[config.mk]
export PLATFORM = sky130hd
export DESIGN_NAME = rts_asm
export DESIGN_NICKNAME = d
export VERILOG_FILES = /design/src/rtl/core/assert_macros.svh /design/src/rtl/core/rts_pkg.sv /design/src/rtl/core/rts_asm.sv
export SDC_FILE = /design/constraint.sdc
export NUM_CORES = 1
export LEC_CHECK = 0
export BUFFER_PORTS_ARGS = -buffer_cell sky130_fd_sc_hd__buf_2
export CORE_ASPECT_RATIO = 0.9
export CORE_MARGIN = 5
export CORE_UTILIZATION = 25
export DETAILED_ROUTE_END_ITERATION = 10
export SYNTH_ARGS = -nofsm -noshare
export SYNTH_HDL_FRONTEND = slang
export SYNTH_SLANG_ARGS = --single-unit
[constraint.sdc]
create_clock -name clk -period 8.2 [get_ports clk]
set_input_delay 1.23 -clock clk [delete_from_list [all_inputs] [get_ports clk]]
set_output_delay 1.23 -clock clk [all_outputs]
set_load 0.02 [all_outputs]
[src/rtl/core/assert_macros.svh]
// Assertion macros shared by the raster-to-tile swizzle RTL.
`ifndef ASSERT_MACROS_SVH
`define ASSERT_MACROS_SVH

// Same-cycle implication, disabled while reset is asserted.
`define ASSERT_IMPLIES(label, ck, rn, ante, cons, msg) \
	label: assert property (@(posedge ck) disable iff (!rn) (ante) |-> (cons)) \
		else $error(msg);

// Next-cycle implication, disabled while reset is asserted.
`define ASSERT_NEXT(label, ck, rn, ante, cons, msg) \
	label: assert property (@(posedge ck) disable iff (!rn) (ante) |=> (cons)) \
		else $error(msg);

`endif

[src/rtl/core/rts_pkg.sv]
// Shared types, constants and helpers of the raster-to-tile swizzle.
package rts_pkg;

	// Line store geometry
	localparam int MAX_ROW_WORDS = 256;
	localparam int COL_W = $clog2(MAX_ROW_WORDS);
	localparam int STORE_ROWS = 3;
	localparam int STORE_DEPTH = STORE_ROWS * MAX_ROW_WORDS;
	localparam int ADDR_W = $clog2(STORE_DEPTH);

	// Data widths
	localparam int WORD_W = 64;
	localparam int PIX_W = 32;
	localparam int HALF_W = 16;
	localparam int ROW_WORDS_W = 9;
	localparam int LEN_W = (COL_W + 1 > ROW_WORDS_W) ? COL_W + 1 : ROW_WORDS_W;

	// Configuration register indexes
	localparam int CFG_INDEX_W = 1;
	localparam logic [CFG_INDEX_W-1:0] REG_ROW_WORDS = 1'd0;
	localparam logic [CFG_INDEX_W-1:0] REG_TILE_MODE = 1'd1;

	// Tile modes
	localparam logic MODE_PLAIN = 1'b0;
	localparam logic MODE_SPLIT = 1'b1;

	// Output queue
	localparam int OUT_DEPTH = 4;
	localparam int OUT_PTR_W = $clog2(OUT_DEPTH);
	localparam int CNT_W = $clog2(OUT_DEPTH + 1);

	// Output word operations
	typedef logic [2:0] op_kind_t;
	localparam op_kind_t OP_PLAIN_MEM = 3'd0;
	localparam op_kind_t OP_PLAIN_DIR = 3'd1;
	localparam op_kind_t OP_PAIR_MEM = 3'd2;
	localparam op_kind_t OP_PAIR_DIR = 3'd3;
	localparam op_kind_t OP_LOW = 3'd4;

	typedef struct packed {
		logic valid;
		op_kind_t kind;
		logic [1:0] idx;
		logic last;
		logic [WORD_W-1:0] dir_a;
		logic [WORD_W-1:0] dir_b;
	} rts_op_t;

	typedef struct packed {
		logic [ROW_WORDS_W-1:0] row_words;
		logic tile_mode;
	} rts_cfg_t;

	// Gather upper or lower 16-bit halves of the four 32-bit pixels in a and b
	function automatic logic [WORD_W-1:0] halves(input logic [WORD_W-1:0] a,
			input logic [WORD_W-1:0] b, input logic upper);
		int unsigned sh;
		sh = upper ? HALF_W : 0;
		halves = {a[PIX_W + sh +: HALF_W], a[sh +: HALF_W],
			b[PIX_W + sh +: HALF_W], b[sh +: HALF_W]};
	endfunction

endpackage

[src/rtl/core/rts_asm.sv]
// Output word assembly stage with the lower-half buffer of split tiles.
module rts_asm import rts_pkg::*; (
	input logic clk,
	input logic arst_n,
	input rts_op_t op,
	input logic [WORD_W-1:0] rd_data_a,
	input logic [WORD_W-1:0] rd_data_b,
	output logic push_valid,
	output logic [WORD_W-1:0] push_word,
	output logic push_last
);

	logic v_s1;
	rts_op_t op_s1;
	logic [WORD_W-1:0] lo_q [4];
	logic [WORD_W-1:0] pix_a;
	logic [WORD_W-1:0] pix_b;
	logic pair;

	// Hold the operation alongside the memory read
	always_ff @(posedge clk or negedge arst_n) begin
		if (!arst_n) begin
			v_s1 <= 1'b0;
		end else begin
			v_s1 <= op.valid;
		end
	end

	always_ff @(posedge clk) begin
		op_s1 <= op;
	end

	// Pick pixel sources
	assign pix_a = (op_s1.kind == OP_PAIR_DIR) ? op_s1.dir_a : rd_data_a;
	assign pix_b = (op_s1.kind == OP_PAIR_DIR) ? op_s1.dir_b : rd_data_b;
	assign pair = op_s1.kind == OP_PAIR_MEM || op_s1.kind == OP_PAIR_DIR;

	// Build the output word
	always_comb begin
		case (op_s1.kind) inside
			OP_PLAIN_MEM: push_word = rd_data_a;
			OP_PLAIN_DIR: push_word = op_s1.dir_a;
			OP_PAIR_MEM, OP_PAIR_DIR: push_word = halves(pix_a, pix_b, 1'b1);
			OP_LOW: push_word = lo_q[op_s1.idx];
			default: push_word = '0;
		endcase
	end

	// Keep lower halves for the second pass
	always_ff @(posedge clk) begin
		if (v_s1 && pair) begin
			lo_q[op_s1.idx] <= halves(pix_a, pix_b, 1'b0);
		end
	end

	assign push_valid = v_s1;
	assign push_last = op_s1.last;

endmodule

==> results.rst <==
.. list-table::
   :header-rows: 1

   * - Metric
     - Value
   * - CTS tree
     - yes
   * - Largest cells by area after synthesis
     - sky130_fd_sc_hd__edfxtp_1, sky130_fd_sc_hd__dfxtp_1, sky130_fd_sc_hd__mux4_2
   * - Cells after Synth
     - 709
   * - Iter 0 DRT Violations
     - 465
   * - Setup slack, reg-to-reg
     - 4.60 ns
   * - Initial antenna violation count
     - 9
   * - Worst Setup End Kind
     - primary output
   * - Initial core utilization
     - 25.18%
   * - Number of nets produced by synthesis
     - 974
   * - Required time reported for the critical path endpoint
     - 6.97 ns
   * - Global route overflow
     - 0
   * - Clock slew seen by the registers of the worst setup and hold paths
     - 0.06 ns
   * - Vias in the first global route
     - 9323
   * - Simple-gate share of the synthesized area
     - 1.193%
   * - Clock network latency to the later pin of the worst-skew pair
     - 0.55 ns
   * - Leakage dissipation
     - 0.006853 uW
   * - Row count
     - 84
   * - Cell area after technology mapping
     - 14690 um^2
   * - Global-route wire length before repair
     - 62640 um
   * - Parity-gate share of the synthesized area counting xor and xnor cells
     - 0%
   * - Total number of clock tree sinks
     - 391
   * - Number of cells on the worst reg-to-reg path
     - 4
   * - CTS Hold Bufs
     - 0
   * - Synth-to-Final Area Change
     - 26.60%
   * - Overall routed net length
     - 44130 um
   * - Count of antenna-violating nets left after detailed routing
     - 0
   * - Share of flip-flops with an asynchronous set or reset after synthesis
     - 0.2558%
   * - Setup violations, final
     - 0
   * - Total clock buffers created by CTS
     - 44
   * - Maximum clock rate
     - 220.7 MHz
   * - Count of warnings emitted by yosys
     - 0
   * - Synth Area in Compound Gates
     - 3.953%
   * - Worst slew slack as a fraction of its limit
     - 11.81%
   * - PD cells
     - 237.6 nW/um^2
   * - Final RePlAce weighted congestion
     - 0.8912
   * - Number of max-cap violations
     - 0
   * - Worst flop-to-flop path startpoint
     - op_s1[132]$_DFF_P_
   * - Transition time at the pin with the least slew margin
     - 1.320 ns
   * - Sum of net half-perimeters after detailed placement
     - 30170 um
   * - Final setup TNS
     - 0 ns
   * - Number of hold violations in the final report
     - 0
   * - Critical path class
     - flop to primary output
   * - Min Tclk post-route
     - 4.532 ns
   * - Post-CTS setup repair buffer count
     - 0
   * - Adder and majority gate portion of the synthesized area
     - 0%
   * - Post-detailed-route via-to-cell ratio
     - 4.501
   * - HP Class
     - input pin to asynchronous set/reset pin
   * - Commonest register cell after synthesis
     - sky130_fd_sc_hd__edfxtp_1
   * - Overall via count from detail_route
     - 8390
   * - Post-synthesis cell type with the largest combined area
     - sky130_fd_sc_hd__edfxtp_1
   * - Cell types with the highest counts after synthesis
     - sky130_fd_sc_hd__edfxtp_1, sky130_fd_sc_hd__dfxtp_1, sky130_fd_sc_hd__mux4_2
   * - Total GRT Usage
     - 13.42%
   * - RSZ-0062 raised after global routing
     - false
   * - Fraction of synthesized cell area taken by the top area cell type
     - 52.34%
   * - Nature of the critical path startpoint
     - flop
   * - Root buffer selected by CTS
     - sky130_fd_sc_hd__clkbuf_16
   * - Count of cell types in the netlist
     - 21
   * - Routed WL per cell
     - 23.67 um
   * - Maximum root-to-sink buffer count
     - 3
   * - IO Pins
     - 331
   * - Multiplexer share of the synthesized area
     - 22.08%
   * - Width of the chip
     - 265.5 um
   * - Die height
     - 240.0 um
   * - Data arrival time of the critical path
     - 3.30 ns
   * - Fin crit share
     - 55.26%
   * - H-Tree Depth
     - 2
   * - Number of flops mapped to enable cells by yosys
     - 256
   * - Number of buffer cells added on primary ports
     - 330
   * - Clock skew
     - 0.01721 ns
   * - Critical path fanouts, max
     - 37
   * - Result of the run
     - finished, final reports clean
   * - Most common cell in the netlist
     - sky130_fd_sc_hd__edfxtp_1
   * - Largest family of logic cells by synthesized area
     - multiplexers
   * - Critical register-to-register path endpoint
     - lo_q[1][54]$_DFFE_PP_
   * - Gates resized, CTS repair
     - 0
   * - Synthesized flop and latch total
     - 391
   * - Worst IR Drop VDD
     - 0.1683 mV
   * - Maximum number of pins on one net before global-route repair
     - 45
   * - Final routed DRC violation total
     - 0
   * - Pins Over Slew Limit
     - 0
   * - Placeable core area
     - 58330 um^2
   * - Nets@finish
     - 1317
   * - Mapped Avg Cell Area
     - 20.72 um^2
   * - Sequential cell area fraction in the yosys report
     - 70.77%
   * - Total Die Area
     - 63710 um^2
   * - Fraction of layout cells with a size suffix above 1
     - 55.15%
   * - Drt pass-1 iters
     - 5
   * - Overall power after layout
     - 4417 uW
==> through the flow <==
step	setup WS [ns]	hold WS, ns	utilization, %	std cells	cell area, um^2
after global routing	3.357	0.4062	31.88	1864	18590
after CTS	3.486	0.3955	31.83	1861	18570
final	3.668	0.4360	31.88	1864	18590
after floorplan	2.268	0.5461	-	709	14690
after global placement	4.135	0.5679	29.48	1779	17200
after detailed placement	4.096	0.5726	29.48	1779	17200
==> flip-flops by register name, indices dropped and copies added, names as in the netlist <==
| name | cells |
|---|---|
| lo_q | 256 |
| op_s1 | 133 |
| push_last | 1 |
| push_valid | 1 |
==> final cells by class <==
type / instances / area, um^2
flip-flops and latches: 391 / 10410
clock buffers: 59 / 1219
multi-input cells: 265 / 4031
repair buffers: 348 / 1799
fillers: 5713 / 39740
well taps: 774 / 968.4
clock inverters: 23 / 153.9
inverters: 2 / 7.507
diodes: 2 / 5.005
==> kinds of logic (layout without fill, tap and decap cells) <==
kind of cell	Yosys count	in the layout
buffers and inverters	53	432
AND/OR/NAND/NOR	25	25
AO/OA/AOI/OAI	64	64
multiplexers	176	176
other	0	2
flip-flops	391	391
==> critical path, cell delays in order, from the launching register on <==
cell and delay [ns]:
sky130_fd_sc_hd__dfxtp_4 0.78, sky130_fd_sc_hd__buf_4 0.79, sky130_fd_sc_hd__mux4_2 0.62, sky130_fd_sc_hd__a221o_1 0.36, sky130_fd_sc_hd__buf_2 0.16
==> how the worst max path moves through the flow <==
stage	start	end	slack (ns)
after floorplan	op_s1[130]$_DFF_P_	lo_q[2][0]$_DFFE_PP_	2.27
after global placement	op_s1[129]$_DFF_P_	push_word[62]	4.14
after detailed placement	op_s1[129]$_DFF_P_	push_word[62]	4.10
after CTS	op_s1[129]$_DFF_P_	push_word[62]	3.49
after global routing	op_s1[129]$_DFF_P_	push_word[62]	3.36
final	op_s1[129]$_DFF_P_	push_word[62]	3.67
==> per-layer routing <==
| layer | vias to the layer above | global-route usage [%] | routed length [um] |
|---|---|---|---|
| met5 | - | 0 | 27 |
| met4 | 4 | 3.622 | 874 |
| met3 | 68 | 3.571 | 3281 |
| met2 | 348 | 22.25 | 21090 |
| met1 | 4324 | 17.57 | 18860 |
| li1 | 3646 | - | - |
==> power by group <==
| part | internal [uW] | leakage (uW) | total [uW] | switching, uW |
|---|---|---|---|---|
| Clock | 1080 | 0.000678 | 1870 | 787 |
| Combinational | 176 | 0.00272 | 376 | 200 |
| Sequential | 2150 | 0.00346 | 2180 | 29.0 |
| Total | 3400 | 0.00685 | 4420 | 1020 |
==> placed cells by master (no fill, tap or decap), drive strengths merged <==
| master | n |
|---|---|
| buf | 348 |
| edfxtp | 256 |
| dfxtp | 134 |
| mux4 | 112 |
| mux2 | 64 |
| clkbuf | 59 |
| a22o | 48 |
| nor3b | 17 |
| clkinv | 17 |
| a221o | 16 |
| inv | 6 |
| diode | 2 |
| nand3b | 2 |
| nor2 | 2 |
| nor3 | 2 |
| nor2b | 1 |
| nand4b | 1 |
| clkinvlp | 1 |
| bufinv | 1 |
| dfrtp | 1 |
Note: power is estimated with default switching activity, not from simulation.
