==> src/rtl/core/assert_macros.svh <==
// Assertion macros shared by the raster-to-tile swizzle RTL.
`ifndef ASSERT_MACROS_SVH
`define ASSERT_MACROS_SVH

// Same-cycle implication, disabled while reset is asserted.
`define ASSERT_IMPLIES(label, ck, rn, ante, cons, msg) \
	label: assert property (@(posedge ck) disable iff (!rn) (ante) |-> (cons)) \
		else $error(msg);

// Next-cycle implication, disabled while reset is asserted.
`define ASSERT_NEXT(label, ck, rn, ante, cons, msg) \
	label: assert property (@(posedge ck) disable iff (!rn) (ante) |=> (cons)) \
		else $error(msg);

`endif

==> src/rtl/core/rts_pkg.sv <==
// Shared types, constants and helpers of the raster-to-tile swizzle.
package rts_pkg;

	// Line store geometry
	localparam int MAX_ROW_WORDS = 256;
	localparam int COL_W = $clog2(MAX_ROW_WORDS);
	localparam int STORE_ROWS = 3;
	localparam int STORE_DEPTH = STORE_ROWS * MAX_ROW_WORDS;
	localparam int ADDR_W = $clog2(STORE_DEPTH);

	// Data widths
	localparam int WORD_W = 64;
	localparam int PIX_W = 32;
	localparam int HALF_W = 16;
	localparam int ROW_WORDS_W = 9;
	localparam int LEN_W = (COL_W + 1 > ROW_WORDS_W) ? COL_W + 1 : ROW_WORDS_W;

	// Configuration register indexes
	localparam int CFG_INDEX_W = 1;
	localparam logic [CFG_INDEX_W-1:0] REG_ROW_WORDS = 1'd0;
	localparam logic [CFG_INDEX_W-1:0] REG_TILE_MODE = 1'd1;

	// Tile modes
	localparam logic MODE_PLAIN = 1'b0;
	localparam logic MODE_SPLIT = 1'b1;

	// Output queue
	localparam int OUT_DEPTH = 4;
	localparam int OUT_PTR_W = $clog2(OUT_DEPTH);
	localparam int CNT_W = $clog2(OUT_DEPTH + 1);

	// Output word operations
	typedef logic [2:0] op_kind_t;
	localparam op_kind_t OP_PLAIN_MEM = 3'd0;
	localparam op_kind_t OP_PLAIN_DIR = 3'd1;
	localparam op_kind_t OP_PAIR_MEM = 3'd2;
	localparam op_kind_t OP_PAIR_DIR = 3'd3;
	localparam op_kind_t OP_LOW = 3'd4;

	typedef struct packed {
		logic valid;
		op_kind_t kind;
		logic [1:0] idx;
		logic last;
		logic [WORD_W-1:0] dir_a;
		logic [WORD_W-1:0] dir_b;
	} rts_op_t;

	typedef struct packed {
		logic [ROW_WORDS_W-1:0] row_words;
		logic tile_mode;
	} rts_cfg_t;

	// Gather upper or lower 16-bit halves of the four 32-bit pixels in a and b
	function automatic logic [WORD_W-1:0] halves(input logic [WORD_W-1:0] a,
			input logic [WORD_W-1:0] b, input logic upper);
		int unsigned sh;
		sh = upper ? HALF_W : 0;
		halves = {a[PIX_W + sh +: HALF_W], a[sh +: HALF_W],
			b[PIX_W + sh +: HALF_W], b[sh +: HALF_W]};
	endfunction

endpackage

==> src/rtl/core/rts_seq.sv <==
// Position tracking, line store writes and output word sequencing.
`include "assert_macros.svh"
module rts_seq import rts_pkg::*; (
	input logic clk,
	input logic arst_n,
	input rts_cfg_t cfg,
	input logic s_tvalid,
	output logic s_tready,
	input logic [WORD_W-1:0] s_tdata,
	input logic s_tuser,
	input logic room,
	output logic wr_en,
	output logic [ADDR_W-1:0] wr_addr,
	output logic [WORD_W-1:0] wr_data,
	output logic rd_en,
	output logic [ADDR_W-1:0] rd_addr_a,
	output logic [ADDR_W-1:0] rd_addr_b,
	output rts_op_t op
);

	localparam logic [1:0] BAND_LAST = 2'd3;
	localparam logic [2:0] STEP_PAIRS = 3'd3;
	localparam logic [2:0] STEP_PLAIN_END = 3'd3;
	localparam logic [2:0] STEP_SPLIT_END = 3'd7;

	function automatic logic [ADDR_W-1:0] store_addr(input logic [1:0] row,
			input logic [COL_W-1:0] col);
		store_addr = ADDR_W'(row) * ADDR_W'(MAX_ROW_WORDS) + ADDR_W'(col);
	endfunction

	// Stream position and held word
	logic [COL_W-1:0] col_q;
	logic [1:0] band_q;
	logic [WORD_W-1:0] held_q;

	// Transaction under sequencing
	logic busy_q;
	logic [2:0] step_q;
	logic mode_q;
	logic [COL_W-1:0] icol_q;
	logic [WORD_W-1:0] iword_q;
	logic [WORD_W-1:0] iheld_q;

	logic [LEN_W-1:0] len;
	logic [COL_W-1:0] cur_col;
	logic [1:0] cur_band;
	logic end_row;
	logic accept;
	logic starts;
	logic issue;
	logic last_step;

	// Effective row length
	always_comb begin
		if (cfg.row_words == '0 || LEN_W'(cfg.row_words) > LEN_W'(MAX_ROW_WORDS)) begin
			len = LEN_W'(MAX_ROW_WORDS);
		end else begin
			len = LEN_W'(cfg.row_words);
		end
	end

	// Position of the incoming transaction after an optional frame restart
	assign cur_col = s_tuser ? '0 : col_q;
	assign cur_band = s_tuser ? '0 : band_q;
	assign end_row = (LEN_W'(cur_col) + LEN_W'(1)) >= len;

	assign last_step = (mode_q == MODE_SPLIT) ? (step_q == STEP_SPLIT_END)
		: (step_q == STEP_PLAIN_END);
	assign issue = busy_q && room;
	assign s_tready = !busy_q || (issue && last_step);
	assign accept = s_tvalid && s_tready;
	assign starts = accept && cur_band == BAND_LAST
		&& (cfg.tile_mode == MODE_PLAIN || cur_col[0]);

	// Advance position and held word
	always_ff @(posedge clk or negedge arst_n) begin
		if (!arst_n) begin
			col_q <= '0;
			band_q <= '0;
		end else if (accept) begin
			if (end_row) begin
				col_q <= '0;
				band_q <= cur_band + 2'd1;
			end else begin
				col_q <= cur_col + COL_W'(1);
				band_q <= cur_band;
			end
		end
	end

	// Sequencer control
	always_ff @(posedge clk or negedge arst_n) begin
		if (!arst_n) begin
			busy_q <= 1'b0;
			step_q <= '0;
		end else if (accept) begin
			busy_q <= starts;
			step_q <= '0;
		end else if (issue) begin
			busy_q <= !last_step;
			step_q <= step_q + 3'd1;
		end
	end

	// Capture the transaction payload
	always_ff @(posedge clk) begin
		if (accept) begin
			mode_q <= cfg.tile_mode;
			icol_q <= cur_col;
			iword_q <= s_tdata;
			iheld_q <= held_q;
			if (cur_band == BAND_LAST) begin
				held_q <= s_tdata;
			end
		end
	end

	// Store rows 0 to 2
	assign wr_en = accept && cur_band != BAND_LAST;
	assign wr_addr = store_addr(cur_band, cur_col);
	assign wr_data = s_tdata;

	// Read the tile column, even column too in split mode
	assign rd_en = issue && step_q < STEP_PAIRS;
	assign rd_addr_a = store_addr(step_q[1:0],
		(mode_q == MODE_SPLIT) ? (icol_q & ~COL_W'(1)) : icol_q);
	assign rd_addr_b = store_addr(step_q[1:0], icol_q);

	// Describe the output word of this step
	always_comb begin
		op.valid = issue;
		op.idx = step_q[1:0];
		op.last = last_step;
		op.dir_a = (mode_q == MODE_SPLIT) ? iheld_q : iword_q;
		op.dir_b = iword_q;
		if (mode_q == MODE_PLAIN) begin
			op.kind = (step_q < STEP_PAIRS) ? OP_PLAIN_MEM : OP_PLAIN_DIR;
		end else if (step_q < STEP_PAIRS) begin
			op.kind = OP_PAIR_MEM;
		end else if (step_q == STEP_PAIRS) begin
			op.kind = OP_PAIR_DIR;
		end else begin
			op.kind = OP_LOW;
		end
	end

	`ASSERT_IMPLIES(a_read_in_run, clk, arst_n, rd_en, busy_q && !last_step, "read outside a run")
	`ASSERT_IMPLIES(a_plain_steps, clk, arst_n, busy_q && mode_q == MODE_PLAIN, step_q <= STEP_PLAIN_END, "plain step overrun")
	`ASSERT_NEXT(a_start_run, clk, arst_n, starts, busy_q && step_q == '0, "run did not start")

endmodule

==> config.mk <==
export PLATFORM = sky130hd
export DESIGN_NAME = rts_seq
export DESIGN_NICKNAME = d
export VERILOG_FILES = /design/src/rtl/core/rts_pkg.sv /design/src/rtl/core/rts_seq.sv
export VERILOG_INCLUDE_DIRS = /design/src /design/src/rtl/core
export SDC_FILE = /design/constraint.sdc
export NUM_CORES = 1
export LEC_CHECK = 0
export ABC_AREA = 1
export BUFFER_PORTS_ARGS = -buffer_cell sky130_fd_sc_hd__buf_2
export CAP_MARGIN = 15
export CORE_MARGIN = 2
export CORE_UTILIZATION = 43
export DETAILED_ROUTE_END_ITERATION = 6
export GPL_ROUTABILITY_DRIVEN = 0
export PLACE_DENSITY = 0.73
export SLEW_MARGIN = 30
export SYNTH_ARGS = -nofsm -noshare
export SYNTH_HDL_FRONTEND = slang
export SYNTH_SLANG_ARGS = --single-unit
==> constraint.sdc <==
create_clock -name clk -period 3.4 [get_ports clk]
set_input_delay 0 -clock clk [delete_from_list [all_inputs] [get_ports clk]]
set_output_delay 0 -clock clk [all_outputs]
set_load 0.05 [all_outputs]
==> flow_summary.yaml <==
status:
  outcome: "complete, no violations"
pwr:
  clock_power_share_pct: 34.7
  combinationalPowerShare_pct: 18.6
  peakVddDrop_v: 0.000475
  pwr-share-seq_pct: 46.7
  p_sw_mw: 1.95
  p_leak_nw: 5.11
  internal-power_mw: 4.58
  p_sw_share_pct: 29.9
  powerDensity_mw_per_mm2: 579
floorplanning:
  ioPinCount: 311
  start_util_pct: 44.0
  dieArea_mm2: 0.0212
  row_count: 51
  coreArea_mm2: 0.0196
  die_w_um: 146
  chipHeight_um: 146
cells_and_area:
  layout_common_cells: "buf_2, nand2_1, edfxtp_1"
  layout-drive-gt1-share_pct: 35.6
  nets: 1073
  layout.cells.most_common: "buf_2"
  n_fill_cell: 1560
  syn_to_final_growth_pct: 30.9
  post-route-util_pct: 57.6
  antenna_cells: 0
critical_path:
  path_common_cell: "nand2_1"
  critPathMaxStageDelay_ns: 0.35
  cpMaxStageDelayCell: "dfrtp_1"
  arrival_ns: 3.00
  start_kind: "flip-flop"
  path_max_fanout: 6
  crit_chain: "inv_1 > nor2_1 > ha_1 > inv_1 > nor2_2 > nand4_1 > xnor2_1 > ha_1 > a21oi_1 > o21a_1 > nand2_1 > nor2_2 > nand2_1 > nand2_1"
  cp.required_ns: 3.83
  end_kind: "flip-flop"
  setup.worst_path.class: "reg -> reg"
detailed_routing:
  wl_per_cell_um: 15.0
  antenna_left: 0
  remaining_drc_errors: 0
  viasPerCell: 4.58
  first_pass_iters: 4
  totalWireLength_um: 18900
  vias: 5768
  drt_iter0_markers: 288
yosys:
  yosysWarnings: 0
  synth_top_family_by_area: "simple AND/OR/NAND/NOR gates"
  synth_cells: 666
  synth_cell_types: 28
  synth_nets: 760
  synth.cell_area_mm2: 0.00861
  seq_area_frac_synth_pct: 74.1
  synth-simple-area-share_pct: 13.0
  synth-seq-cells: 215
  yosys-mux-area-fraction_pct: 0
  synth_compound_area_share_pct: 1.06
  yosys.area_share.adder_pct: 2.18
  synth_xor_area_share_pct: 0.494
  synth.avg_cell_area_um2: 12.9
sta:
  tightest_slew_ns: 0.885
  final-hold-violation-count: 0
  skew_ns: 0.0238
  period_minus_slack_ns: 2.57
  fmax_mhz: 389
  slew_headroom_pct: 41.0
  fin_crit_sh_pct: 75.6
  tns_ns: 0
  setup_violations: 0
  drv_slew: 0
  rsz0062_at_grt: "false"
grt:
  first_global_vias: 5908
  grt_overflow: 0
  grt_pass1_wl_um: 30000
  grt_max_degree: 148
  antenna_found_initial: 0
  grt.total_usage_pct: 17.5
clock_tree:
  cts_sinks: 215
  clk_pin_slew_ns: 0.06
  cts_root_buffer: "clkbuf_16"
  cts.path.max_buffers: 3
  clk_latency_ns: 0.51
  cts_buffers: 23
  cts_tree: "yes"
  h-tree-depth: 1
  post_cts_buffers: 0
hold_path:
  hp-class: "in -> reg"
place:
  place_hpwl_um: 11500
  io_buffers: 310
run:
  maxCapViolations: 0
per-stage QoR:
stage / area (µm²) / cells / total power, mW / hold slack (ns) / setup slack, ns
5_1_grt: 11300 / 1259 / 6.77 / 0.121 / 0.490
6_report: 11300 / 1259 / 6.53 / 0.0925 / 0.829
2_1_floorplan: 8610 / 666 / 4.03 / -0.296 / 0.457
3_3_place_gp: 9900 / 1150 / 4.25 / -0.0829 / 0.969
3_5_place_dp: 9900 / 1150 / 4.26 / -0.0863 / 0.847
4_1_cts: 11300 / 1259 / 6.59 / 0.0726 / 0.830
final cells by class:
class	count	area (µm²)	share of cell area, %
clock buffer	24	579	5.14
sequential	215	6390	56.6
inverter	33	124	1.10
tap	265	332	2.94
timing repair buffer	384	2300	20.4
clock inverter	16	106	0.943
multi-input combinational	322	1450	12.8
cells by family (layout without fill, tap and decap cells):
kind of cell	Yosys count	count (layout)
flip-flops	215	215
AO/OA/AOI/OAI	16	16
XOR/XNOR	4	4
adder cells (fa/ha/maj)	15	15
buffers and inverters	129	457
AND/OR/NAND/NOR	287	287
worst paths after layout:
path / start / end / slack [ns] / cells after the start
max reg2reg: col_q[1] / col_q[0] / 0.83 / 14
min: s_tvalid / step_q[1] / 0.09 / 5
max: col_q[1] / col_q[0] / 0.83 / 14
min in group asynchronous: arst_n / col_q[4] / 0.62 / 3
max in group asynchronous: arst_n / col_q[1] / 2.35 / 3
min reg2reg: held_q[25] / iheld_q[25] / 0.41 / 0
cell usage after synthesis:
master | number | share of area (%)
xnor2_1 | 2 | 0.20
nand2_2 | 1 | 0.073
edfxtp_1 | 201 | 70
dfrtp_1 | 14 | 4.1
nand2_1 | 253 | 11
xnor2_2 | 1 | 0.19
nor2_4 | 1 | 0.13
a21oi_2 | 1 | 0.10
nor2_2 | 2 | 0.15
xor2_1 | 1 | 0.10
ha_1 | 15 | 2.2
nor2_1 | 16 | 0.70
buf_2 | 2 | 0.12
a21oi_1 | 6 | 0.35
clkbuf_1 | 10 | 0.44
inv_2 | 3 | 0.13
nor3_1 | 2 | 0.12
nor4_1 | 2 | 0.15
nand3_1 | 7 | 0.41
inv_1 | 30 | 1.3
o21ai_0 | 4 | 0.23
nand4_1 | 2 | 0.15
buf_4 | 81 | 7.1
o21a_1 | 1 | 0.087
buf_1 | 3 | 0.13
o22ai_1 | 3 | 0.22
and2_1 | 1 | 0.073
a31oi_1 | 1 | 0.073
critical path: cells and delay by family, from the launching register on:
family / cells / cell delay [ns]
and+or+nand+nor: 7 / 1.09
buffers and inverters: 2 / 0.11
adders and majority gates: 2 / 0.52
AOI/OAI and AO/OA: 2 / 0.27
DFF: 1 / 0.35
xor gates and xnor gates: 1 / 0.17
state kept, by name, summed over array words and instances, names as in the netlist:
| name | flops |
|---|---|
| held_q | 64 |
| iheld_q | 64 |
| iword_q | 64 |
| col_q | 8 |
| band_q | 2 |
| step_q | 3 |
| mode_q | 1 |
| icol_q | 8 |
| busy_q | 1 |
power by group through the flow:
stage / combinational [mW] / sequential, mW / clock [mW]
after floorplan: 0.751 / 3.28 / 0
after global placement: 1.15 / 3.10 / 0
after detailed placement: 1.16 / 3.10 / 0
after CTS: 1.22 / 3.05 / 2.32
after global routing: 1.29 / 3.06 / 2.43
final: 1.22 / 3.05 / 2.26
per-layer routing:
metal / share of wire [%] / routed length, µm / GRT usage [%] / vias up
met4: 2.2 / 410 / 5.15 / 0
met5: 0 / 0 / 0 / -
li1: - / - / - / 2792
met2: 52 / 9770 / 31.8 / 236
met1: 39 / 7340 / 20.4 / 2715
met3: 7.4 / 1410 / 4.55 / 25
what timing repair did:
action | 4_1_cts | 5_1_grt
hold endpoints to repair | 150 | 0
hold buffers | 69 | 0
gates resized for setup | 0 | 0
No activity file was read; power rests on OpenSTA's default activity.
