<file path="src/rtl/core/assert_macros.svh">
// Assertion macros shared by the raster-to-tile swizzle RTL.
`ifndef ASSERT_MACROS_SVH
`define ASSERT_MACROS_SVH

// Same-cycle implication, disabled while reset is asserted.
`define ASSERT_IMPLIES(label, ck, rn, ante, cons, msg) \
	label: assert property (@(posedge ck) disable iff (!rn) (ante) |-> (cons)) \
		else $error(msg);

// Next-cycle implication, disabled while reset is asserted.
`define ASSERT_NEXT(label, ck, rn, ante, cons, msg) \
	label: assert property (@(posedge ck) disable iff (!rn) (ante) |=> (cons)) \
		else $error(msg);

`endif

</file>
<file path="src/rtl/core/rts_pkg.sv">
// Shared types, constants and helpers of the raster-to-tile swizzle.
package rts_pkg;

	// Line store geometry
	localparam int MAX_ROW_WORDS = 256;
	localparam int COL_W = $clog2(MAX_ROW_WORDS);
	localparam int STORE_ROWS = 3;
	localparam int STORE_DEPTH = STORE_ROWS * MAX_ROW_WORDS;
	localparam int ADDR_W = $clog2(STORE_DEPTH);

	// Data widths
	localparam int WORD_W = 64;
	localparam int PIX_W = 32;
	localparam int HALF_W = 16;
	localparam int ROW_WORDS_W = 9;
	localparam int LEN_W = (COL_W + 1 > ROW_WORDS_W) ? COL_W + 1 : ROW_WORDS_W;

	// Configuration register indexes
	localparam int CFG_INDEX_W = 1;
	localparam logic [CFG_INDEX_W-1:0] REG_ROW_WORDS = 1'd0;
	localparam logic [CFG_INDEX_W-1:0] REG_TILE_MODE = 1'd1;

	// Tile modes
	localparam logic MODE_PLAIN = 1'b0;
	localparam logic MODE_SPLIT = 1'b1;

	// Output queue
	localparam int OUT_DEPTH = 4;
	localparam int OUT_PTR_W = $clog2(OUT_DEPTH);
	localparam int CNT_W = $clog2(OUT_DEPTH + 1);

	// Output word operations
	typedef logic [2:0] op_kind_t;
	localparam op_kind_t OP_PLAIN_MEM = 3'd0;
	localparam op_kind_t OP_PLAIN_DIR = 3'd1;
	localparam op_kind_t OP_PAIR_MEM = 3'd2;
	localparam op_kind_t OP_PAIR_DIR = 3'd3;
	localparam op_kind_t OP_LOW = 3'd4;

	typedef struct packed {
		logic valid;
		op_kind_t kind;
		logic [1:0] idx;
		logic last;
		logic [WORD_W-1:0] dir_a;
		logic [WORD_W-1:0] dir_b;
	} rts_op_t;

	typedef struct packed {
		logic [ROW_WORDS_W-1:0] row_words;
		logic tile_mode;
	} rts_cfg_t;

	// Gather upper or lower 16-bit halves of the four 32-bit pixels in a and b
	function automatic logic [WORD_W-1:0] halves(input logic [WORD_W-1:0] a,
			input logic [WORD_W-1:0] b, input logic upper);
		int unsigned sh;
		sh = upper ? HALF_W : 0;
		halves = {a[PIX_W + sh +: HALF_W], a[sh +: HALF_W],
			b[PIX_W + sh +: HALF_W], b[sh +: HALF_W]};
	endfunction

endpackage

</file>
<file path="src/rtl/core/rts_out_fifo.sv">
// Output queue that decouples word assembly from the master stream.
`include "assert_macros.svh"
module rts_out_fifo import rts_pkg::*; (
	input logic clk,
	input logic arst_n,
	input logic push_valid,
	input logic [WORD_W-1:0] push_word,
	input logic push_last,
	output logic [CNT_W-1:0] cnt,
	output logic m_tvalid,
	input logic m_tready,
	output logic [WORD_W-1:0] m_tdata,
	output logic m_tlast
);

	logic [WORD_W:0] buf_q [OUT_DEPTH];
	logic [OUT_PTR_W-1:0] wr_ptr_q;
	logic [OUT_PTR_W-1:0] rd_ptr_q;
	logic [CNT_W-1:0] cnt_q;
	logic pop;

	assign pop = m_tvalid && m_tready;

	// Advance pointers and fill level
	always_ff @(posedge clk or negedge arst_n) begin
		if (!arst_n) begin
			wr_ptr_q <= '0;
			rd_ptr_q <= '0;
			cnt_q <= '0;
		end else begin
			if (push_valid) begin
				wr_ptr_q <= wr_ptr_q + OUT_PTR_W'(1);
			end
			if (pop) begin
				rd_ptr_q <= rd_ptr_q + OUT_PTR_W'(1);
			end
			cnt_q <= cnt_q + CNT_W'(push_valid) - CNT_W'(pop);
		end
	end

	// Store pushed words
	always_ff @(posedge clk) begin
		if (push_valid) begin
			buf_q[wr_ptr_q] <= {push_last, push_word};
		end
	end

	assign cnt = cnt_q;
	assign m_tvalid = cnt_q != '0;
	assign m_tdata = buf_q[rd_ptr_q][WORD_W-1:0];
	assign m_tlast = buf_q[rd_ptr_q][WORD_W];

	`ASSERT_IMPLIES(a_no_overflow, clk, arst_n, push_valid && !pop, cnt_q != CNT_W'(OUT_DEPTH), "output queue overflow")

endmodule

</file>
<file path="config.mk">
export PLATFORM = sky130hd
export DESIGN_NAME = rts_out_fifo
export DESIGN_NICKNAME = d
export VERILOG_FILES = /design/src/rtl/core/rts_pkg.sv /design/src/rtl/core/rts_out_fifo.sv
export VERILOG_INCLUDE_DIRS = /design/src /design/src/rtl/core
export SDC_FILE = /design/constraint.sdc
export NUM_CORES = 1
export LEC_CHECK = 0
export BUFFER_PORTS_ARGS = -buffer_cell sky130_fd_sc_hd__buf_2
export CAP_MARGIN = 20
export CELL_PAD_IN_SITES_DETAIL_PLACEMENT = 0
export CELL_PAD_IN_SITES_GLOBAL_PLACEMENT = 1
export CORE_ASPECT_RATIO = 1.5
export CORE_MARGIN = 2
export CORE_UTILIZATION = 40
export DETAILED_ROUTE_END_ITERATION = 8
export GPL_TIMING_DRIVEN = 0
export PLACE_DENSITY = 0.75
export SYNTH_ARGS = -nofsm -noshare
export SYNTH_HDL_FRONTEND = slang
export SYNTH_SLANG_ARGS = --single-unit
</file>
<file path="constraint.sdc">
create_clock -name clk -period 5.9 [get_ports clk]
set_clock_uncertainty 0.15 [all_clocks]
set_input_delay 1.18 -clock clk [delete_from_list [all_inputs] [get_ports clk]]
set_output_delay 1.18 -clock clk [all_outputs]
set_load 0.1 [all_outputs]
</file>
==> flow_summary_export.csv, run 1 <==
group,metric,value,unit
layout,nFillCells,2015,
sta,timing.fmax,0.279,GHz
sta,setup-violations-final,0,
logic_synthesis,post_synth_num_cell_types,19,
setup_path,worst_ep_required_time,4.57,ns
layout,final-instance-count-excl-fill,877,
setup_path,worst_ep_arrival_time,2.25,ns
clock_tree,cts_tree,"yes",
place,dp_hpwl,11200,um
clock_tree,cts_root_buf,"sky130_fd_sc_hd__clkbuf_16",
floorplanning,dieWidth,132,um
global_route,initial_antenna_violation_count,3,
setup_path,cp_most_frequent_cell,"sky130_fd_sc_hd__buf_2",
route,detail-route-antenna-nets,0,
layout,final_cell_mix,"sky130_fd_sc_hd__edfxtp_1, sky130_fd_sc_hd__buf_2, sky130_fd_sc_hd__mux4_2",
clock_tree,tritoncts.num_buffers,24,
logic_synthesis,post_synth_instance_area,9810,um2
sta,timing.slew.headroom,0.573,
logic_synthesis,synthCells,374,
setup_path,worst_r2r_path_depth,7,
route,drt-total-wl,17700,um
global_route,grt.total_usage,0.138,
status,run_status,"finished, final reports clean",
layout,area_growth,19.1,%
setup_path,critical_path.n_buffers_inverters,3,
floorplanning,num_rows,70,
setup_path,cp-endpoint,"m_tdata[15]",
logic_synthesis,postSynthAreaPerCell,26.2,um2
setup_path,worst_r2r_startpoint,"cnt[1]",
global_route,grt_first_pass_wirelength,27200,um
route,dr.first_iter.drc_count,226,
route,routed-via-count,4341,
sta,fin_crit_sh,0.607,
route,drc,0,
floorplanning,die_area,25800,um2
logic_synthesis,ys_seq_area_frac,0.814,
clock_tree,cts_post_setup_buffers_inserted,0,
clock_tree,cts_repair_resize_count,0,
sta,hold_violations,0,
place,globalplace.congestion,0.697,
setup_path,timing.rr.end,"cnt[2]",
route,routed_wire_length_per_instance,20.2,um
sta,setup_total_negative_slack,0,ns
global_route,largest_net_degree_at_the_start_of_global_routing,37,
layout,final_nets,617,
logic_synthesis,synthesis.nets,450,
logic_synthesis,netlist.top_cell.by_area,"sky130_fd_sc_hd__edfxtp_1",
logic_synthesis,netlist_top_cells_area,"sky130_fd_sc_hd__edfxtp_1, sky130_fd_sc_hd__mux4_2, sky130_fd_sc_hd__dfrtp_1",
floorplanning,design.core.area,24300,um2
logic_synthesis,ys_seq_elements,267,
setup_path,cpPeakStageDelay,0.43,ns
floorplanning,die_height,196,um
route,vias_per_cell,4.95,
setup_path,critPathLaunch,"rd_ptr_q[1]",
setup_path,path_depth,4,
setup_path,worst-setup-path-type,"reg -> out",
sta,worst_hold_slack,0.360,ns
layout,post_route_cells_drive_above_1_share,0.459,
sta,grt_setup_unrepaired,"no",
route,drt-pass1-iter-count,4,
floorplanning,io_pins,138,
sta,finalWorstPathRequiredPeriod,3.58,ns
clock_tree,insertion_delay,0.51,ns
setup_path,crit_chain,"buf_2, buf_2, mux4_2, buf_2",
min_path,hold_class,"in -> async",
setup_path,family_with_the_most_delay_on_the_worst_path,"buffers and inverters",
sta,slew_violations,0,
global_route,grt_pass1_vias,4911,
setup_path,cpMaxStageDelayCell,"sky130_fd_sc_hd__buf_2",
setup_path,critical_path.startpoint_type,"flop",
floorplanning,starting_density,0.404,
clock_tree,clk_pin_slew_worst_paths,0.06,ns
setup_path,worstSetupEndpointType,"output pin",
setup_path,r2r_slack,3.71,ns
clock_tree,clock_sinks,267,
clock_tree,hold_buffers,0,
logic_synthesis,yosys_warnings,0,
clock_tree,htreeDepth,1,
place,place.port_buffers,137,
clock_tree,max-clock-path-buffers,3,
flow_run,max_cap_viols,0,
place,post-place-cells,839,
sta,timing_worst_slew_pin_value,0.641,ns
logic_synthesis,netlist.area_leader.share,0.796,
layout,final_common_cell,"sky130_fd_sc_hd__edfxtp_1",
global_route,global_route.overflow_total,0,
setup_path,path_max_fanout,10,
layout,antenna_cells_inserted,0,
[how the worst min path moves through the flow]
stage                      from     endpoint  slack, ns  cells after the start
floorplan           wr_ptr_q[0]  wr_ptr_q[0]       0.34                      1
global placement    wr_ptr_q[0]  wr_ptr_q[0]       0.36                      1
detailed placement  wr_ptr_q[0]  wr_ptr_q[0]       0.38                      1
CTS                      arst_n  rd_ptr_q[0]       0.33                      1
global route             arst_n  rd_ptr_q[0]       0.34                      1
finish                   arst_n  rd_ptr_q[0]       0.36                      1
[state kept, by name, summed over array words and instances (netlist names)]
register / flops
buf_q: 260
cnt: 3
rd_ptr_q: 2
wr_ptr_q: 2
[cell type report]
class | instances | area, um2 | share of cell area
buffer | 15 | 146 | 0.0125
clock buffer | 26 | 629 | 0.0539
clock inverter | 12 | 61.3 | 0.00525
inverter | 6 | 22.5 | 0.00193
multi-input combinational | 86 | 1670 | 0.143
sequential | 267 | 7980 | 0.683
tap | 324 | 405 | 0.0347
timing repair buffer | 141 | 766 | 0.0655
[through the flow]
| step | area, um2 | util | setup slack (ns) |
|---|---|---|---|
| final | 11700 | 0.482 | 2.32 |
| after global routing | 11700 | 0.482 | 2.19 |
| after CTS | 11700 | 0.482 | 2.22 |
| after detailed placement | 11000 | 0.453 | 2.78 |
| after global placement | 10900 | 0.449 | 1.21 |
| after floorplan | 9810 | - | 2.61 |
[cells in the mapped netlist]
master,number
sky130_fd_sc_hd__and2_1,4
sky130_fd_sc_hd__buf_12,4
sky130_fd_sc_hd__buf_2,5
sky130_fd_sc_hd__buf_4,3
sky130_fd_sc_hd__buf_6,1
sky130_fd_sc_hd__clkbuf_1,2
sky130_fd_sc_hd__dfrtp_1,7
sky130_fd_sc_hd__edfxtp_1,260
sky130_fd_sc_hd__fa_1,1
sky130_fd_sc_hd__ha_1,6
sky130_fd_sc_hd__inv_1,6
sky130_fd_sc_hd__mux4_2,65
sky130_fd_sc_hd__nand2_1,1
sky130_fd_sc_hd__o21ai_0,1
sky130_fd_sc_hd__o311ai_0,1
sky130_fd_sc_hd__o31a_1,1
sky130_fd_sc_hd__or3_1,1
sky130_fd_sc_hd__xnor2_1,3
sky130_fd_sc_hd__xor2_1,2
[worst register-to-register path: cells and delay by family, from the launching register on]
kind | cells | cell delay, ns
xor+xnor | 2 | 0.33
fa+ha+maj | 3 | 0.86
compound gates | 1 | 0.34
flops | 1 | 0.41
buf+inv | 1 | 0.04
[layer usage]
layer / up-vias / routed length (um) / GRT usage
li1: 1933 / - / -
met2: 121 / 9770 / 0.259
met1: 2254 / 6620 / 0.156
met3: 29 / 1020 / 0.0323
met5: - / 24 / 0
met4: 4 / 307 / 0.0346
[cells by family after synthesis]
family,count (synthesis),share of synthesized area
AOI/OAI and AO/OA,3,0.00230
and+or+nand+nor,6,0.00357
buffers and inverters,21,0.0172
muxes,65,0.149
adders and majority gates,7,0.00969
xor gates and xnor gates,5,0.00446
DFF,267,0.814
Power of run 1 is not shown: default switching activity piles up to over one toggle a cycle in this logic, so the estimate is an artifact.
==> run 2, diff against run 1 <==
--- a/config.mk
+++ b/config.mk
@@ -15,7 +15,7 @@
 export CORE_UTILIZATION = 40
 export DETAILED_ROUTE_END_ITERATION = 8
 export GPL_TIMING_DRIVEN = 0
-export PLACE_DENSITY = 0.75
+export PLACE_DENSITY = 0.78
 export SYNTH_ARGS = -nofsm -noshare
 export SYNTH_HDL_FRONTEND = slang
 export SYNTH_SLANG_ARGS = --single-unit
==> constraint.sdc (replaced) <==
create_clock -name clk -period 3.19 [get_ports clk]
set_clock_uncertainty 0.15 [all_clocks]
set_input_delay 0.638 -clock clk [delete_from_list [all_inputs] [get_ports clk]]
set_output_delay 0.638 -clock clk [all_outputs]
set_load 0.1 [all_outputs]
==> flow_summary_export.csv, run 2 (same netlist as run 1, synthesis figures left out) <==
group,metric,value,unit
status,run_status,"finished, final reports clean",
route,drt-total-wl,17900,um
place,place.port_buffers,137,
layout,final_common_cell,"sky130_fd_sc_hd__edfxtp_1",
layout,final_cell_mix,"sky130_fd_sc_hd__edfxtp_1, sky130_fd_sc_hd__buf_2, sky130_fd_sc_hd__mux4_2",
route,detail-route-antenna-nets,0,
floorplanning,die_height,196,um
min_path,hold_class,"in -> reg",
setup_path,worst_ep_arrival_time,2.25,ns
clock_tree,clock_sinks,267,
floorplanning,starting_density,0.404,
clock_tree,clk_pin_slew_worst_paths,0.06,ns
setup_path,worst_ep_required_time,2.40,ns
setup_path,worstSetupEndpointType,"output pin",
clock_tree,insertion_delay,0.51,ns
layout,post_route_cells_drive_above_1_share,0.461,
route,drt-pass1-iter-count,4,
layout,final_nets,618,
layout,regMostFlops,"buf_q",
setup_path,critical_path.startpoint_type,"flop",
sta,setup-violations-final,0,
setup_path,worst-setup-path-type,"reg -> out",
sta,timing.slew.headroom,0.558,
flow_run,max_cap_viols,0,
place,dp_hpwl,11400,um
global_route,global_route.overflow_total,0,
sta,hold_violations,0,
global_route,largest_net_degree_at_the_start_of_global_routing,42,
layout,flip_flop_count_of_the_largest_register_after_layout,260,
clock_tree,htreeDepth,1,
global_route,initial_antenna_violation_count,4,
route,dr.first_iter.drc_count,172,
sta,finalWorstPathRequiredPeriod,3.03,ns
floorplanning,num_rows,70,
setup_path,path_max_fanout,10,
sta,timing_worst_slew_pin_value,0.663,ns
route,routed-via-count,4379,
sta,timing.fmax,0.330,GHz
place,placement.cell_area,11000,um2
floorplanning,dieWidth,132,um
sta,fin_crit_sh,0.951,
route,vias_per_cell,4.95,
clock_tree,cts_tree,"yes",
route,routed_wire_length_per_instance,20.2,um
clock_tree,max-clock-path-buffers,3,
route,drc,0,
clock_tree,cts_root_buf,"sky130_fd_sc_hd__clkbuf_16",
sta,slew_violations,0,
place,globalplace.congestion,0.665,
sta,worst_hold_slack,0.176,ns
global_route,grt.total_usage,0.139,
layout,final_area,11800,um2
floorplanning,die_area,25800,um2
sta,grt_setup_unrepaired,"no",
floorplanning,io_pins,138,
global_route,grt_pass1_vias,4896,
global_route,grt_first_pass_wirelength,27400,um
floorplanning,design.core.area,24300,um2
layout,nFillCells,1989,
clock_tree,tritoncts.num_buffers,24,
layout,area_growth,19.9,%
run 2: changes by cell type in the layout (fill, tap and decap cells not counted), sizes merged:
| cell | delta |
|---|---|
| clkinvlp | +2 |
| dlygate4sd3 | +1 |
| clkinv | -3 |
| diode | +1 |
| clkbuf | +7 |
run 2: stage by stage:
stage / std cells / TNS, ns / utilization / setup WS (ns)
floorplan: 374 / 0 / - / 0.443
global placement: 835 / -243.30 / 0.449 / -0.961
detailed placement: 839 / 0 / 0.454 / 0.658
CTS: 884 / 0 / 0.485 / 0.102
global route: 885 / 0 / 0.485 / 0.0248
finish: 885 / 0 / 0.485 / 0.156
run 2: what timing repair did:
action	4_1_cts	5_1_grt
hold buffers	1	0
resized for setup	0	0
hold endpoints to repair	7	0
endpoints found under the setup margin	0	0
buffers inserted	0	0
run 2: area by class of cell:
| class | count | area [um2] | share of cell area |
|---|---|---|---|
| tap | 324 | 405 | 0.0345 |
| antenna | 1 | 2.50 | 0.000213 |
| sequential | 267 | 7980 | 0.679 |
| inverter | 6 | 22.5 | 0.00191 |
| multi-input combinational | 86 | 1670 | 0.142 |
| clock buffer | 33 | 676 | 0.0574 |
| buffer | 15 | 146 | 0.0124 |
| timing repair buffer | 142 | 798 | 0.0679 |
| clock inverter | 11 | 61.3 | 0.00521 |
run 2: critical path: stages (launching register included):
cell                      delay [ns]
sky130_fd_sc_hd__dfrtp_1        0.37
sky130_fd_sc_hd__buf_2          0.31
sky130_fd_sc_hd__buf_2          0.36
sky130_fd_sc_hd__mux4_2         0.27
sky130_fd_sc_hd__buf_2          0.42
run 2: worst paths after layout:
check | from | end | slack (ns) | cells after the start
worst max-delay path | rd_ptr_q[1] | m_tdata[16] | 0.16 | 4
worst min-delay path | push_word[48] | buf_q[3][48] | 0.18 | 1
worst min register to register | wr_ptr_q[0] | wr_ptr_q[0] | 0.38 | 1
worst max register to register | cnt[1] | cnt[2] | 0.99 | 7
min in group asynchronous | arst_n | cnt[1] | 0.33 | 2
max in group asynchronous | arst_n | rd_ptr_q[1] | 2.41 | 2
run 2: per-layer routing:
metal	vias up	wire [um]	track usage
li1	1940	-	-
met1	2289	6620	0.154
met5	-	42	0
met3	41	1020	0.0364
met4	6	442	0.0443
met2	103	9780	0.258
Power of run 2 is left out for the same reason.
